<file path="src/design/pfde_pkg.sv">
package pfde_pkg;

    // Field widths of one command item and one result item
    localparam int OP_W    = 3;
    localparam int COL_W   = 7;
    localparam int ROW_W   = 6;
    localparam int SPW_W   = 8;
    localparam int SPH_W   = 7;
    localparam int BYTE_W  = 8;

    // Packed stream widths, rounded up to whole bytes
    localparam int S_TDATA_W = 40;
    localparam int S_TUSER_W = 8;
    localparam int M_TDATA_W = 16;

    // Internal coordinate widths: columns reach col + span_w, rows reach row + span_h
    localparam int XW  = 10;
    localparam int YW  = 9;
    localparam int PGW = YW - 3;

    // Upper bound on the size of the byte store
    localparam int STORE_DEPTH = 1024;

    // Command codes
    localparam logic [OP_W-1:0] OP_READ  = 3'd0;
    localparam logic [OP_W-1:0] OP_FILL  = 3'd1;
    localparam logic [OP_W-1:0] OP_INV   = 3'd2;
    localparam logic [OP_W-1:0] OP_HSET  = 3'd3;
    localparam logic [OP_W-1:0] OP_HCLR  = 3'd4;
    localparam logic [OP_W-1:0] OP_VLINE = 3'd5;
    localparam logic [OP_W-1:0] OP_RECT  = 3'd6;
    localparam logic [OP_W-1:0] OP_SPARE = 3'd7;

    // Byte update modes
    localparam logic [1:0] MODE_WRITE  = 2'd0;
    localparam logic [1:0] MODE_SET    = 2'd1;
    localparam logic [1:0] MODE_CLEAR  = 2'd2;
    localparam logic [1:0] MODE_TOGGLE = 2'd3;

    // Controller to datapath commands
    typedef struct packed {
        logic       capture;
        logic       setup;
        logic [1:0] pass_sel;
        logic       rd;
        logic       wr;
        logic       clr;
        logic       load_out;
    } pfde_cmd_t;

    // Datapath to controller status
    typedef struct packed {
        logic skip;
        logic empty;
        logic is_read;
        logic last_byte;
        logic last_pass;
        logic clr_last;
        logic out_free;
    } pfde_stat_t;

endpackage

</file>
<file path="src/design/pfde_ctrl.sv">
module pfde_ctrl (
    input  logic                  clk,
    input  logic                  rst_n,
    input  logic                  in_valid,
    output logic                  in_ready,
    input  pfde_pkg::pfde_stat_t  stat,
    output pfde_pkg::pfde_cmd_t   cmd
);
    import pfde_pkg::*;

    localparam logic [2:0] S_CLEAR = 3'd0;
    localparam logic [2:0] S_IDLE  = 3'd1;
    localparam logic [2:0] S_SETUP = 3'd2;
    localparam logic [2:0] S_CHECK = 3'd3;
    localparam logic [2:0] S_RD    = 3'd4;
    localparam logic [2:0] S_WR    = 3'd5;
    localparam logic [2:0] S_DONE  = 3'd6;

    logic [2:0] state_reg, state_next;
    logic [1:0] pass_reg, pass_next;

    always_ff @(posedge clk or negedge rst_n)
    begin
        if (!rst_n)
        begin
            state_reg <= S_CLEAR;
            pass_reg  <= 2'd0;
        end
        else
        begin
            state_reg <= state_next;
            pass_reg  <= pass_next;
        end
    end

    // Sequencing of passes and read-modify-write steps
    always_comb
    begin
        state_next   = state_reg;
        pass_next    = pass_reg;
        in_ready     = 1'b0;
        cmd          = '0;
        cmd.pass_sel = pass_reg;
        case (state_reg)
            S_CLEAR:
            begin
                cmd.clr = 1'b1;
                if (stat.clr_last)
                    state_next = S_IDLE;
            end
            S_IDLE:
            begin
                in_ready = 1'b1;
                if (in_valid)
                begin
                    cmd.capture = 1'b1;
                    pass_next   = 2'd0;
                    state_next  = S_SETUP;
                end
            end
            S_SETUP:
            begin
                cmd.setup  = 1'b1;
                state_next = S_CHECK;
            end
            S_CHECK:
            begin
                if (stat.is_read)
                    state_next = S_RD;
                else if (stat.skip)
                    state_next = S_DONE;
                else if (!stat.empty)
                    state_next = S_RD;
                else if (stat.last_pass)
                    state_next = S_DONE;
                else
                begin
                    pass_next  = pass_reg + 2'd1;
                    state_next = S_SETUP;
                end
            end
            S_RD:
            begin
                cmd.rd     = 1'b1;
                state_next = S_WR;
            end
            S_WR:
            begin
                cmd.wr = 1'b1;
                if (stat.is_read)
                    state_next = S_DONE;
                else if (!stat.last_byte)
                    state_next = S_RD;
                else if (stat.last_pass)
                    state_next = S_DONE;
                else
                begin
                    pass_next  = pass_reg + 2'd1;
                    state_next = S_SETUP;
                end
            end
            S_DONE:
            begin
                if (stat.out_free)
                begin
                    cmd.load_out = 1'b1;
                    state_next   = S_IDLE;
                end
            end
            default:
                state_next = S_IDLE;
        endcase
    end

endmodule

</file>
<file path="config.mk">
export PLATFORM = sky130hd
export DESIGN_NAME = pfde_ctrl
export DESIGN_NICKNAME = d
export VERILOG_FILES = /design/src/design/pfde_pkg.sv /design/src/design/pfde_ctrl.sv
export SDC_FILE = /design/constraint.sdc
export NUM_CORES = 1
export LEC_CHECK = 0
export BUFFER_PORTS_ARGS = -buffer_cell sky130_fd_sc_hd__buf_2
export CORE_AREA = 2 2 39 41
export DETAILED_ROUTE_END_ITERATION = 7
export DIE_AREA = 0 0 41 43
export GPL_TIMING_DRIVEN = 0
export HOLD_SLACK_MARGIN = 0.02
export PLACE_DENSITY = 0.58
export SLEW_MARGIN = 20
export SYNTH_ARGS = -nofsm -noshare
export SYNTH_HDL_FRONTEND = slang
export SYNTH_SLANG_ARGS = --single-unit
</file>
<file path="constraint.sdc">
create_clock -name clk -period 4.52 [get_ports clk]
set_clock_uncertainty 0.05 [all_clocks]
set_input_delay 0.904 -clock clk [delete_from_list [all_inputs] [get_ports clk]]
set_output_delay 0.904 -clock clk [all_outputs]
set_load 0.1 [all_outputs]
</file>
* Word level (Yosys, flattened, before mapping)
Index checks and enable logic that the tools add are counted.
Storage, ports and cells: register bits 5, output and inout port bits 9
Cells by class: multiplexer cells 27, reduce and logical (&&, ||, !) cells 4, add/sub/neg operators 1, equal/unequal tests 14
Operator list (number):
- 2-to-1 mux 3 bit | 9
- case mux 3 bit (7 select lines) | 1
- inequality test 2 bit (second input constant) | 8
- 2-to-1 mux 2 bit | 7
- equality test 3 bit (second input constant) | 3
- 2-to-1 mux 1 bit | 9
- AND reduction 7 bit | 1
- equality test 3 x 2 -> 1 bit (second input constant) | 2
- case mux 2 bit (3 select lines) | 1
- equality test 3 x 1 -> 1 bit (second input constant) | 1
- logical NOT 3 bit | 1
- AND reduction 3 bit | 1
- nonzero test 3 bit | 1
- adder 2 x 1 -> 2 bit (second input constant) | 1

* Longest topological paths before layout
word-level depth 6, gate-level depth with buffers 5, gate-level depth less buffers 4

* Worst setup path before layout
No wires, ideal clock.
path kind register to output, start register state_reg[1], end output port cmd[7] in the netlist's numbering, data arrival time 3.754 ns, stages on the path, launching flop included 5, buffers on the path 2, setup slack -0.188 ns, data required time 3.566 ns, path through dfrtp_1 buf_6 clkbuf_1 nor3_1 and2_1
RTL lines:
- start: declaration | line pfde_ctrl.sv:19 | logic [2:0] state_reg, state_next;
- start signal: assignment | line pfde_ctrl.sv:31 | state_reg <= state_next;
- end: declaration | line pfde_ctrl.sv:7 | output pfde_pkg::pfde_cmd_t cmd

==> impl_results.md <==
* Root Driver: clkbuf_4
* CTS tree: yes
* Crit path DAT at between 1500 and 2000 ps
* Hold Buf Count CTS at 0
* Htree depth at 1
* Final setup fails at 0
* Gr ovfl total at 0
* Synthesis warning total at 0
* Share of layout cells above drive strength 1 at 0.3205
* Die extent in y at between 40 and 50 microns
* Reg clk slew, reported paths at 40 ps
* Seq/Total Area, Yosys at 0.2915
* Critical path's top delay family: buffers and inverters
* Hold Fails Final Rpt at 0
* First-pass GRT wire length at 1794 microns
* Via density at 5.266
* Setup crit start kind: flip-flop
* GP Congestion at 0.7094
* Max FFs per register at 3
* Clock sinks at 5
* CP required at roughly 3600 ps
* Area Growth Syn to Fin at 32.94%
* # DRC at 0
* Worst-path cell chain: clkbuf_1 -> inv_1 -> nor3_2 -> and2_1 -> buf_2
* Mapped cell area at 429.2 sq um
* Critical Path Stages at 5
* Initial core utilization at 0.3101
* Final WL at 1127 microns
* RSZ-0062 raised after global routing: false
* FFs w/ async S/R, synth at 1.000
* CP endpoint kind: output pin
* Biggest cell delay along the critical path at between 400 and 500 ps
* Top FF cell, synth: dfrtp_1
* Slew Viols, Final at 0
* Worst slew pin tran at 487.6 ps
* DR WL/cell at 11.99 microns
* I/O pin cnt at 19
* Ant diodes at 0
* MaxCap Viol Count at 0
* Vias at 495
* Total Die Area at ~0.0018 sq mm
* Reg2reg path depth at 4
* Post-CTS setup buffer count at 0
* Path type of the worst setup path: flip-flop to output pin
* Row count at 14
* Mean Syn Cell Area at around 7.7 sq um
* Largest net degree at the start of global routing at 11
* Core area at around 0.0014 sq mm
* Pre-antenna DRT Iters at 4
* Iter 0 DRT Violations at 13
* Period utilization at 0.5997
* IO Port Bufs at 18
* Slew margin rel. at 0.6722
* EDFF count, synth at 0
* Clock latency on the worst-skew pair at roughly 250 ps
* FF+latch count, synth at 5
* WP buf/inv at 3
* Die extent in x at 41 microns
* Nets at 89
* Setup tns final at 0 ps
* Final worst path period need at 2710 ps
* Global Route Usage Sum at 0.1541
* Post-Syn Instances at 56
* Min-Delay Path Class: input port to async pin
* Status: finished, final reports clean
* Antenna-violating nets left at 0
* Vias in the first global route at 435
* Final core occ at 0.4123
* Syn_nets at 66
* CTS Buf Count at 3
* CP max FO at 10
* Initial antenna violation count at 0
* Clock buffer depth at 2
* Fmax at between 300 and 400 MHz
* Post_cts resized at 0
* Unique masters post-synth at 29
* Worst path slowest cell: buf_2
-- worst reg2reg max path: cells and delay by family (launching register included) --
| family | cells | cell delay, ps |
|---|---|---|
| and+or+nand+nor | 2 | 630 |
| DFF | 1 | 440 |
| xor gates and xnor gates | 1 | 220 |
| AOI/OAI and AO/OA | 1 | 130 |
-- final timing paths --
| path | startpoint | endpoint | slack, ps |
|---|---|---|---|
| setup / recovery | state_reg[0]$_DFFE_PN0P_ | cmd[7] | 1810 |
| hold / removal | rst_n | state_reg[2]$_DFFE_PN0P_ | 410 |
| setup reg to reg | state_reg[2]$_DFFE_PN0P_ | pass_reg[1]$_DFFE_PN0P_ | 2990 |
| hold reg to reg | pass_reg[1]$_DFFE_PN0P_ | pass_reg[1]$_DFFE_PN0P_ | 530 |
| max in group asynchronous | rst_n | pass_reg[0]$_DFFE_PN0P_ | 3870 |
| min in group clk | pass_reg[1]$_DFFE_PN0P_ | pass_reg[1]$_DFFE_PN0P_ | 530 |
-- synth_stat cells, types with 2 or more instances --
cell type | instances | area (sq um)
nand2b_1 | 4 | 25.02
nand2_1 | 4 | 15.01
nand3_1 | 2 | 10.01
o21ai_0 | 6 | 30.03
dfrtp_1 | 5 | 125.1
nor3_1 | 2 | 10.01
nor2_1 | 6 | 22.52
clkbuf_1 | 3 | 11.26
o211ai_1 | 2 | 15.01
o31ai_1 | 2 | 15.01
inv_1 | 2 | 7.510
-- placed cells by master (no fill, tap or decap) --
cell type  count
nor3_1         1
a21oi_1        1
a311oi_1       1
nand2_1        4
o22ai_2        1
o21ai_0        6
or3_1          1
o221ai_1       1
buf_2         18
nand3_1        2
or4b_1         1
a21o_1         1
o211ai_1       2
nand2b_2       1
o21ai_1        1
inv_1          2
clkbuf_1       4
o21a_1         1
o31ai_1        2
and2_1         1
nor3_2         1
nor2b_1        1
clkbuf_4       3
or4_1          1
xnor2_1        1
o31a_1         1
nor2_1         6
buf_6          1
o22ai_1        1
o21bai_1       1
nand2b_1       4
dfrtp_1        5
-- logic make-up after synthesis --
family | synth area share
xor+xnor | 0.02041
simple gates | 0.2974
buf+inv | 0.06997
compound gates | 0.3207
flops | 0.2915
-- layer usage --
layer / global-route usage / wire (microns) / share of wire / vias to the layer above
met2: 0.2031 / 526 / 0.47 / 13
met1: 0.1981 / 513 / 0.46 / 232
met4: 0.1200 / 38 / 0.034 / 0
met5: 0 / 0 / 0 / -
met3: 0.04712 / 47 / 0.042 / 5
li1: - / - / - / 245
-- area by class of cell --
type	instances	area [sq um]
multi-input cells	45	279.0
fillers	152	813.3
repair buffers	18	90.09
well taps	16	20.02
plain buffers	4	22.52
clock buffers	4	26.28
inverters	2	7.507
flip-flops and latches	5	125.1
-- per-stage QoR --
stage	std cells	worst slack (ps)	hold WS, ps	cell area (sq um)
after floorplan	56	755.0	558.4	434.2
after global placement	90	1987	509.6	544.3
after detailed placement	90	1984	520.7	544.3
after CTS	94	1800	408.7	570.5
after global routing	94	1639	408.2	570.5
final	94	1810	411.0	570.5
Power is not shown: default switching activity piles up to over one toggle a cycle in this logic, so the estimate is an artifact.
